`src/rtl/core/assert_macros.svh`:
```
// ----------------------------------------------------------------------------
// assert_macros.svh
// Concurrent assertion helpers for the PSO core. They compile to nothing
// when SYNTHESIS is defined.
// ----------------------------------------------------------------------------
`ifndef ASSERT_MACROS_SVH
`define ASSERT_MACROS_SVH

`ifndef SYNTHESIS

// property must hold at every clock edge outside reset
`define PSO_ASSERT(lbl, clk_i, rst_ni, prop) \
  lbl: assert property (@(posedge clk_i) disable iff (!rst_ni) prop) \
    else $error("PSO assertion failed");

// expression must never be true outside reset
`define PSO_ASSERT_NEVER(lbl, clk_i, rst_ni, expr) \
  lbl: assert property (@(posedge clk_i) disable iff (!rst_ni) !(expr)) \
    else $error("PSO forbidden condition seen");

`else

`define PSO_ASSERT(lbl, clk_i, rst_ni, prop)
`define PSO_ASSERT_NEVER(lbl, clk_i, rst_ni, expr)

`endif

`endif

```
`src/rtl/core/pso_pkg.sv`:
```
// ----------------------------------------------------------------------------
// pso_pkg
// Types, constants and saturating fixed-point helpers for the PSO update core.
// ----------------------------------------------------------------------------
`default_nettype none

package pso_pkg;

  localparam int VALUE_BITS   = 32;
  localparam int RAND_BITS    = 16;
  localparam int WGT_BITS     = 16;
  localparam int CFG_IDX_BITS = 8;
  localparam int PROD_W       = VALUE_BITS + WGT_BITS;
  localparam int NUM_STAGES   = 6;

  typedef logic signed [VALUE_BITS-1:0] val_t;
  typedef logic [RAND_BITS-1:0]         rnd_t;
  typedef logic [WGT_BITS-1:0]          wgt_t;
  typedef logic [CFG_IDX_BITS-1:0]      cfg_idx_t;

  localparam val_t VAL_MAX = {1'b0, {(VALUE_BITS-1){1'b1}}};
  localparam val_t VAL_MIN = {1'b1, {(VALUE_BITS-1){1'b0}}};

  // register indexes
  localparam cfg_idx_t REG_MOMENTUM     = CFG_IDX_BITS'(0);
  localparam cfg_idx_t REG_OWN_WEIGHT   = CFG_IDX_BITS'(1);
  localparam cfg_idx_t REG_GUIDE_WEIGHT = CFG_IDX_BITS'(2);
  localparam cfg_idx_t REG_SEARCH_FRAC  = CFG_IDX_BITS'(3);

  // reset values: 1.0, 2.0, 2.0 in Q4.12 and about 0.1 in Q0.16
  localparam wgt_t RST_MOMENTUM     = 16'd4096;
  localparam wgt_t RST_OWN_WEIGHT   = 16'd8192;
  localparam wgt_t RST_GUIDE_WEIGHT = 16'd8192;
  localparam wgt_t RST_SEARCH_FRAC  = 16'd6554;

  localparam logic [4:0] SH_Q12 = 5'd12;
  localparam logic [4:0] SH_Q16 = 5'd16;

  typedef struct packed {
    wgt_t momentum;
    wgt_t own_weight;
    wgt_t guide_weight;
    wgt_t search_fraction;
  } cfg_t;

  function automatic val_t sat_add(input val_t a, input val_t b);
    logic signed [VALUE_BITS:0] s;
    s = {a[VALUE_BITS-1], a} + {b[VALUE_BITS-1], b};
    if (s[VALUE_BITS] != s[VALUE_BITS-1]) begin
      return s[VALUE_BITS] ? VAL_MIN : VAL_MAX;
    end
    return val_t'(s[VALUE_BITS-1:0]);
  endfunction

  function automatic val_t sat_sub(input val_t a, input val_t b);
    logic signed [VALUE_BITS:0] s;
    s = {a[VALUE_BITS-1], a} - {b[VALUE_BITS-1], b};
    if (s[VALUE_BITS] != s[VALUE_BITS-1]) begin
      return s[VALUE_BITS] ? VAL_MIN : VAL_MAX;
    end
    return val_t'(s[VALUE_BITS-1:0]);
  endfunction

  // (|a| * k) >> sh, truncated on the magnitude, saturated, sign restored
  function automatic val_t mul_shift(input val_t a, input wgt_t k, input logic [4:0] sh);
    logic                  neg;
    logic [VALUE_BITS-1:0] mag;
    logic [PROD_W-1:0]     prod;
    logic [PROD_W-1:0]     q;
    logic [PROD_W-1:0]     lim;
    logic [PROD_W-1:0]     r;
    logic [VALUE_BITS-1:0] rv;
    neg  = a[VALUE_BITS-1];
    mag  = neg ? unsigned'(-a) : unsigned'(a);
    prod = {{WGT_BITS{1'b0}}, mag} * {{VALUE_BITS{1'b0}}, k};
    q    = prod >> sh;
    lim  = PROD_W'(1) << (VALUE_BITS - 1);
    if (!neg) begin
      lim = lim - PROD_W'(1);
    end
    r  = (q > lim) ? lim : q;
    rv = r[VALUE_BITS-1:0];
    return neg ? val_t'(-rv) : val_t'(rv);
  endfunction

endpackage

`default_nettype wire

```
`src/rtl/core/pso_cfg.sv`:
```
// ----------------------------------------------------------------------------
// pso_cfg
// Configuration registers of the PSO update core: weights and search fraction.
// ----------------------------------------------------------------------------
`default_nettype none

module pso_cfg (
  input  wire logic             clk,
  input  wire logic             rst_n,
  input  wire logic             cfg_valid,
  output logic                  cfg_ready,
  input  wire pso_pkg::cfg_idx_t cfg_index,
  input  wire pso_pkg::wgt_t    cfg_data,
  output pso_pkg::cfg_t         cfg
);
  import pso_pkg::*;

  cfg_t cfg_r;
  cfg_t cfg_nxt;

  assign cfg_ready = 1'b1;
  assign cfg      = cfg_r;

  always_comb begin
    cfg_nxt = cfg_r;
    if (cfg_valid && cfg_ready) begin
      unique case (cfg_index)
        REG_MOMENTUM:     cfg_nxt.momentum        = cfg_data;
        REG_OWN_WEIGHT:   cfg_nxt.own_weight      = cfg_data;
        REG_GUIDE_WEIGHT: cfg_nxt.guide_weight    = cfg_data;
        REG_SEARCH_FRAC:  cfg_nxt.search_fraction = cfg_data;
        default:          cfg_nxt                 = cfg_r;
      endcase
    end
  end

  always_ff @(posedge clk) begin
    if (!rst_n) begin
      cfg_r.momentum        <= RST_MOMENTUM;
      cfg_r.own_weight      <= RST_OWN_WEIGHT;
      cfg_r.guide_weight    <= RST_GUIDE_WEIGHT;
      cfg_r.search_fraction <= RST_SEARCH_FRAC;
    end else begin
      cfg_r <= cfg_nxt;
    end
  end

endmodule

`default_nettype wire

```
`config.mk`:
```
export PLATFORM = sky130hd
export DESIGN_NAME = pso_cfg
export DESIGN_NICKNAME = d
export VERILOG_FILES = /design/src/rtl/core/assert_macros.svh /design/src/rtl/core/pso_pkg.sv /design/src/rtl/core/pso_cfg.sv
export SDC_FILE = /design/constraint.sdc
export NUM_CORES = 1
export LEC_CHECK = 0
export ABC_AREA = 1
export BUFFER_PORTS_ARGS = -buffer_cell sky130_fd_sc_hd__buf_2
export CORE_ASPECT_RATIO = 1.25
export CORE_MARGIN = 3
export CORE_UTILIZATION = 25
export DETAILED_ROUTE_END_ITERATION = 8
export PLACE_DENSITY = 0.51
export SLEW_MARGIN = 20
export SYNTH_ARGS = -nofsm -noshare
export SYNTH_HDL_FRONTEND = slang
export SYNTH_SLANG_ARGS = --single-unit
export TNS_END_PERCENT = 5
```
`constraint.sdc`:
```
create_clock -name clk -period 1.27 [get_ports clk]
set_input_delay 0.1905 -clock clk [delete_from_list [all_inputs] [get_ports clk]]
set_output_delay 0.1905 -clock clk [all_outputs]
set_load 0.05 [all_outputs]
```
# == Word-level counts from Yosys, hierarchy flattened ==
# Cells that the tools add are included.
# totals
register_bits,64
output_inout_bits,65
# op_classes
n_eq_ne,3
n_reduce_logical,5
# op_table
op,count
"equality test 8 x 2 -> 1 bit, second input constant",2
"equality test 8 x 1 -> 1 bit, second input constant",1
logical NOT 8 bit,1
AND reduction 2 bit,4

# == Logic depth before layout (Yosys ltp) ==
# Gate-level depths: netlist of the first run.
# logic_depth
ltp_word,2
mapped_depth,7
mapped_depth_nobuf,6

# == Worst setup path after synthesis of the first run ==
# No wires, ideal clock.
# synth_path
path_type,input port to flip-flop
startpoint,in cfg_index[7]
endpoint,"reg cfg_r, in the netlist cfg[29]"
setup_ns,0.134
arrival_ns,0.899
required_ns,1.136
setup_slack_ns,0.237
stages,7
path_cell_list,nor2_1 > nand2_2 > nor2_8 > buf_6 > nand2_1 > nand2_1 > nand3_1
# synth_via
elab_chain_cells,2
# synth_lines
item,line_no,source
from (decl),pso_cfg.sv:12,"input wire pso_pkg::cfg_idx_t cfg_index,"
equality test 8 x 2 -> 1 bit,pso_cfg.sv:27,unique case (cfg_index)
AND reduction 2 bit (no source line),n/a,
to (signal assigned),pso_cfg.sv:44,cfg_r <= cfg_nxt;
to (decl),pso_cfg.sv:18,cfg_t cfg_r;
# No other way between the ends.
# A chain may end at the register's enable or synchronous reset.

# == Worst setup path in the final report of the first run ==
# layout_path
startpoint,"reg cfg_r, in the netlist cfg[48]"
endpoint,out cfg[48] in the netlist's numbering
# layout_rtl
item,line_no,source
to (decl),pso_cfg.sv:14,output pso_pkg::cfg_t cfg
# No word-level cell between the ends.

==> results.tsv, run 1 <==
metric	value	unit
outcome	finished clean	
max_stage_delay	0.38	ns
tns	0	ns
worst_path_max_delay_cell	dfxtp_1	
fin_util	0.3481	
hold_viol_final	0	
crit_chain	buf_2	
grt_pass1_vias	2488	
clk_path_buf_depth	2	
insertion_delay	0.32	ns
drc_errors	0	
layout-drive-gt1-share	0.2727	
whs	0.1237	ns
vias_per_cell	4.471	
leakagePower	1.767	nW
grt_start_max_net_pins	43	
crit_type	reg2out	
area_growth	35.03	%
final_cells	594	
h-tree-depth	3	
hpwl	6.013	mm
start_util	0.2578	
cp.arrival	0.99	ns
cts_setup_buffers	0	
synth_enable_flop_cells	0	
hold_class	in2reg	
ys.warnings.count	0	
cts_tree	built	
fp.dieArea	12240	um2
setup.worst_path.end_class	output port	
drt_iter0_drc	106	
pin_count	92	
timing.final.crit_share	0.9302	
yosys.area.top_type	dfxtp_1	
num_vias	2656	
dp_slack	-0.006371	ns
nNetsFinal	484	
die_w	99.58	um
gr-usage-all-layers	0.1405	
die_height	123.0	um
dp.cells	578	
cts_resized	0	
async_reset_ff_frac	0	
synthesis.nets	403	
synthFlopType	dfxtp_1	
place.gp.congestion	0.7475	
synth_seq_cells	64	
wl	8.358	mm
r2r_setup_slack	0.65	ns
clock_skew	0	ns
rsz0062_at_grt	false	
firstDrtPassIters	4	
crit_family	flip-flops	
clockRootBuffer	clkbuf_16	
finalSetupViolations	0	
final_max_slew_viol_count	0	
synthesis.area	2736	um2
synth_most_common_cell	nand3_1	
grt_pass1_wl	13.41	mm
yosys-top-cells-area	dfxtp_1 47%, nand3_1 14%, a21oi_1 9.9%	
post_synth_num_cell_types	16	
numClockSinks	64	
cts_hold_buf	0	
wl_per_cell	14.07	um
largest_reg_flops	64	
power_density	1422	nW/um2
ant_nets	0	
std_cell_rows	42	
crit_buf_inv	1	
syn-instance-count	376	
core	10620	um2
ir_drop	0.8132	mV
place.port_buffers	90	
seq_area_frac_synth	0.4682	
cp-start-kind	flip-flop	
crit_required	1.08	ns
synth_commonest_cells	74 x nand3_1, 69 x nand2_1, 64 x dfxtp_1	
clk_pin_slew	0.06	ns
avgSynthCellArea	7.278	um2
num_antenna_cells	0	
cap_violations	0	
layout_setup_ws	0.08859	ns
antenna_found_initial	0	
fmax	846.4	MHz
final_area	3695	um2
finalPower	5.253	mW
min_period	1.181	ns
grt_overflow_total	0	
path_max_fanout	2	
cts_buffers	9	
dpl_cell_area	3339	um2
yosysTopAreaCellShare	0.4682	
==> final timing paths <==
kind | start | to | cells after the start
max | cfg[48] | cfg[48] | 1
min reg2reg | cfg[4] | cfg[4] | 2
max reg2reg | cfg[48] | cfg[48] | 2
min | cfg_data[8] | cfg[8] | 3
==> per-layer routing <==
layer / up-vias / global-route usage / part of all wire
met3: 10 / 0.02540 / 0.049
met4: 0 / 0.06746 / 0.022
met5: - / 0 / 0
met1: 1198 / 0.1806 / 0.44
li1: 1384 / - / -
met2: 64 / 0.2277 / 0.49
==> cells by family (layout without fill, tap and decap cells) <==
kind of cell	Yosys count	in the layout	share of synthesized area
AO/OA/AOI/OAI	54	54	0.09877
other	1	1	0.001370
flip-flops	64	64	0.4682
AND/OR/NAND/NOR	206	206	0.3297
buffers and inverters	51	137	0.1020
==> placed cells by master (no fill, tap or decap) <==
master      instances
buf_4               4
inv_1              18
nor2_8              1
clkbuf_16           9
buf_2              90
clkinv_2            1
nor2_4              2
dfxtp_1            64
nand3_1            74
nor2_1             56
buf_12              8
nor2_2              1
bufinv_16           3
conb_1              1
a21oi_1            54
inv_2               1
nand2_1            69
clkbuf_8            2
nand2_2             3
clkinvlp_4          1
==> report_power, final <==
group	internal [mW]	total [mW]	switching, mW
Combinational	0.104	0.321	0.217
Sequential	2.01	2.02	0.00249
Clock	2.02	2.92	0.897
Total	4.14	5.25	1.12
==> final cells by class <==
| class | count | area, um2 |
|---|---|---|
| multi-input cells | 261 | 1181 |
| inverters | 19 | 71.32 |
| well taps | 132 | 165.2 |
| flip-flops and latches | 64 | 1281 |
| clock buffers | 11 | 252.7 |
| repair buffers | 102 | 640.6 |
| fillers | 1179 | 6920 |
| clock inverters | 5 | 102.6 |
No activity file was read; power rests on OpenSTA's default activity.
==> inputs of run 2 (changes only) <==
==> constraint.sdc (replaced) <==
create_clock -name clk -period 1.1 [get_ports clk]
set_input_delay 0.165 -clock clk [delete_from_list [all_inputs] [get_ports clk]]
set_output_delay 0.165 -clock clk [all_outputs]
set_load 0.005 [all_outputs]
==> run 2 against run 1 <==
Worst hold slack got worse by 0.034 ns. Utilization decreased by 0.059 points. Routed wire length increased by 0.87%. Clock skew unchanged. Largest cell class unchanged.
==> results.tsv, run 2 (synthesis results as in run 1) <==
metric	value	unit	change
vias_per_cell	4.392		-1.8%
insertion_delay	0.33	ns	about the same
largest_reg_flops	64		unchanged
cts_resized	0		unchanged
min_period	0.9985	ns	
path_max_fanout	2		unchanged
clockRootBuffer	clkbuf_16		
crit_required	0.94	ns	-0.14 ns
max_stage_delay	0.37	ns	about the same
ir_drop	0.6236	mV	-23%
layout_commonest_cell	buf_2		
grt_start_max_net_pins	65		+51%
cts_tree	built		
finalSetupViolations	0		unchanged
num_vias	2613		-1.6%
area_growth	34.80	%	
fmax	1002	MHz	
numClockSinks	64		unchanged
place.gp.congestion	0.7131		-4.6%
drc_errors	0		unchanged
firstDrtPassIters	4		unchanged
grt_pass1_wl	13.66	mm	+1.9%
power_density	1585	nW/um2	+12%
pin_count	92		unchanged
ant_nets	0		unchanged
cp-start-kind	flip-flop		
cts_buffers	9		unchanged
gr-usage-all-layers	0.1451		+0.004601
grt_overflow_total	0		unchanged
num_antenna_cells	0		unchanged
rsz0062_at_grt	false		
worst_path_max_delay_cell	dfxtp_1		
std_cell_rows	42		unchanged
antenna_found_initial	0		unchanged
dpl_cell_area	3347	um2	+0.22%
place.port_buffers	90		unchanged
die_w	99.58	um	unchanged
crit_type	reg2out		
final_max_slew_viol_count	0		unchanged
die_height	123.0	um	unchanged
start_util	0.2578		unchanged
cts_hold_buf	0		unchanged
h-tree-depth	3		unchanged
wl	8.431	mm	+0.87%
layout-drive-gt1-share	0.2743		+0.001571
clk_pin_slew	0.05	ns	about the same
crit_chain	buf_2		
crit_family	flip-flops		
cp.arrival	0.83	ns	-0.16 ns
fp.dieArea	12240	um2	unchanged
wl_per_cell	14.17	um	+0.70%
hold_viol_final	0		unchanged
tns	0	ns	unchanged
timing.final.crit_share	0.9077		
outcome	finished clean		
clk_path_buf_depth	2		unchanged
clock_skew	0	ns	unchanged
fin_util	0.3475		-0.0005890
setup.worst_path.end_class	output port		
grt_pass1_vias	2521		+1.3%
final_cell_mix	90 x buf_2, 74 x nand3_1, 69 x nand2_1		
hold_class	in2reg		
nNetsFinal	485		+0.21%
core	10620	um2	unchanged
hpwl	5.942	mm	-1.2%
leakagePower	1.761	nW	-0.32%
drt_iter0_drc	102		-3.8%
cts_setup_buffers	0		unchanged
cap_violations	0		unchanged
final_area	3689	um2	-0.17%
crit_buf_inv	1		unchanged
[run 2: cell count changes in the layout (fill, tap and decap cells not counted), sizes merged]
cell and delta:
clkinvlp +1, buf +1, clkbuf +1, bufinv -1, clkinv -1
[run 2: area by class of cell]
cell class / instances / area (um2)
Fill cell: 1154 / 6927
Sequential cell: 64 / 1281
Multi-Input combinational cell: 261 / 1181
Timing Repair Buffer: 103 / 648.1
Clock buffer: 12 / 266.5
Tap cell: 132 / 165.2
Clock inverter: 4 / 75.07
Inverter: 19 / 71.32
[run 2: worst paths after layout]
check        slack, ns  cells after the start  endpoint        start
max reg2reg       0.50                      2   cfg[33]      cfg[33]
min               0.09                      3    cfg[7]  cfg_data[7]
max               0.10                      1   cfg[33]      cfg[33]
min reg2reg       0.45                      2    cfg[4]       cfg[4]
[run 2: metrics by stage]
stage,power [mW],worst slack (ns),cells,hold slack [ns]
after CTS,5.939,0.08484,595,0.08040
after global placement,2.724,-0.1191,579,0.4391
after floorplan,2.574,0.1022,376,0.3194
final,5.847,0.1015,595,0.08998
after detailed placement,2.728,-0.1251,579,0.4283
after global routing,6.074,0.06314,595,0.09920
[run 2: per-layer routing]
layer  vias to the layer above  GRT usage  share of wire
met4                         0    0.06405          0.017
met1                      1147     0.1847           0.45
li1                       1385          -              -
met5                         -          0              0
met3                        11    0.03386          0.048
met2                        70     0.2345           0.48
[run 2: report_power, final]
group / internal, mW / switching, mW
combinational: 0.118 / 0.229
clock: 2.17 / 1.01
sequential: 2.33 / 0.00277
total: 4.61 / 1.24
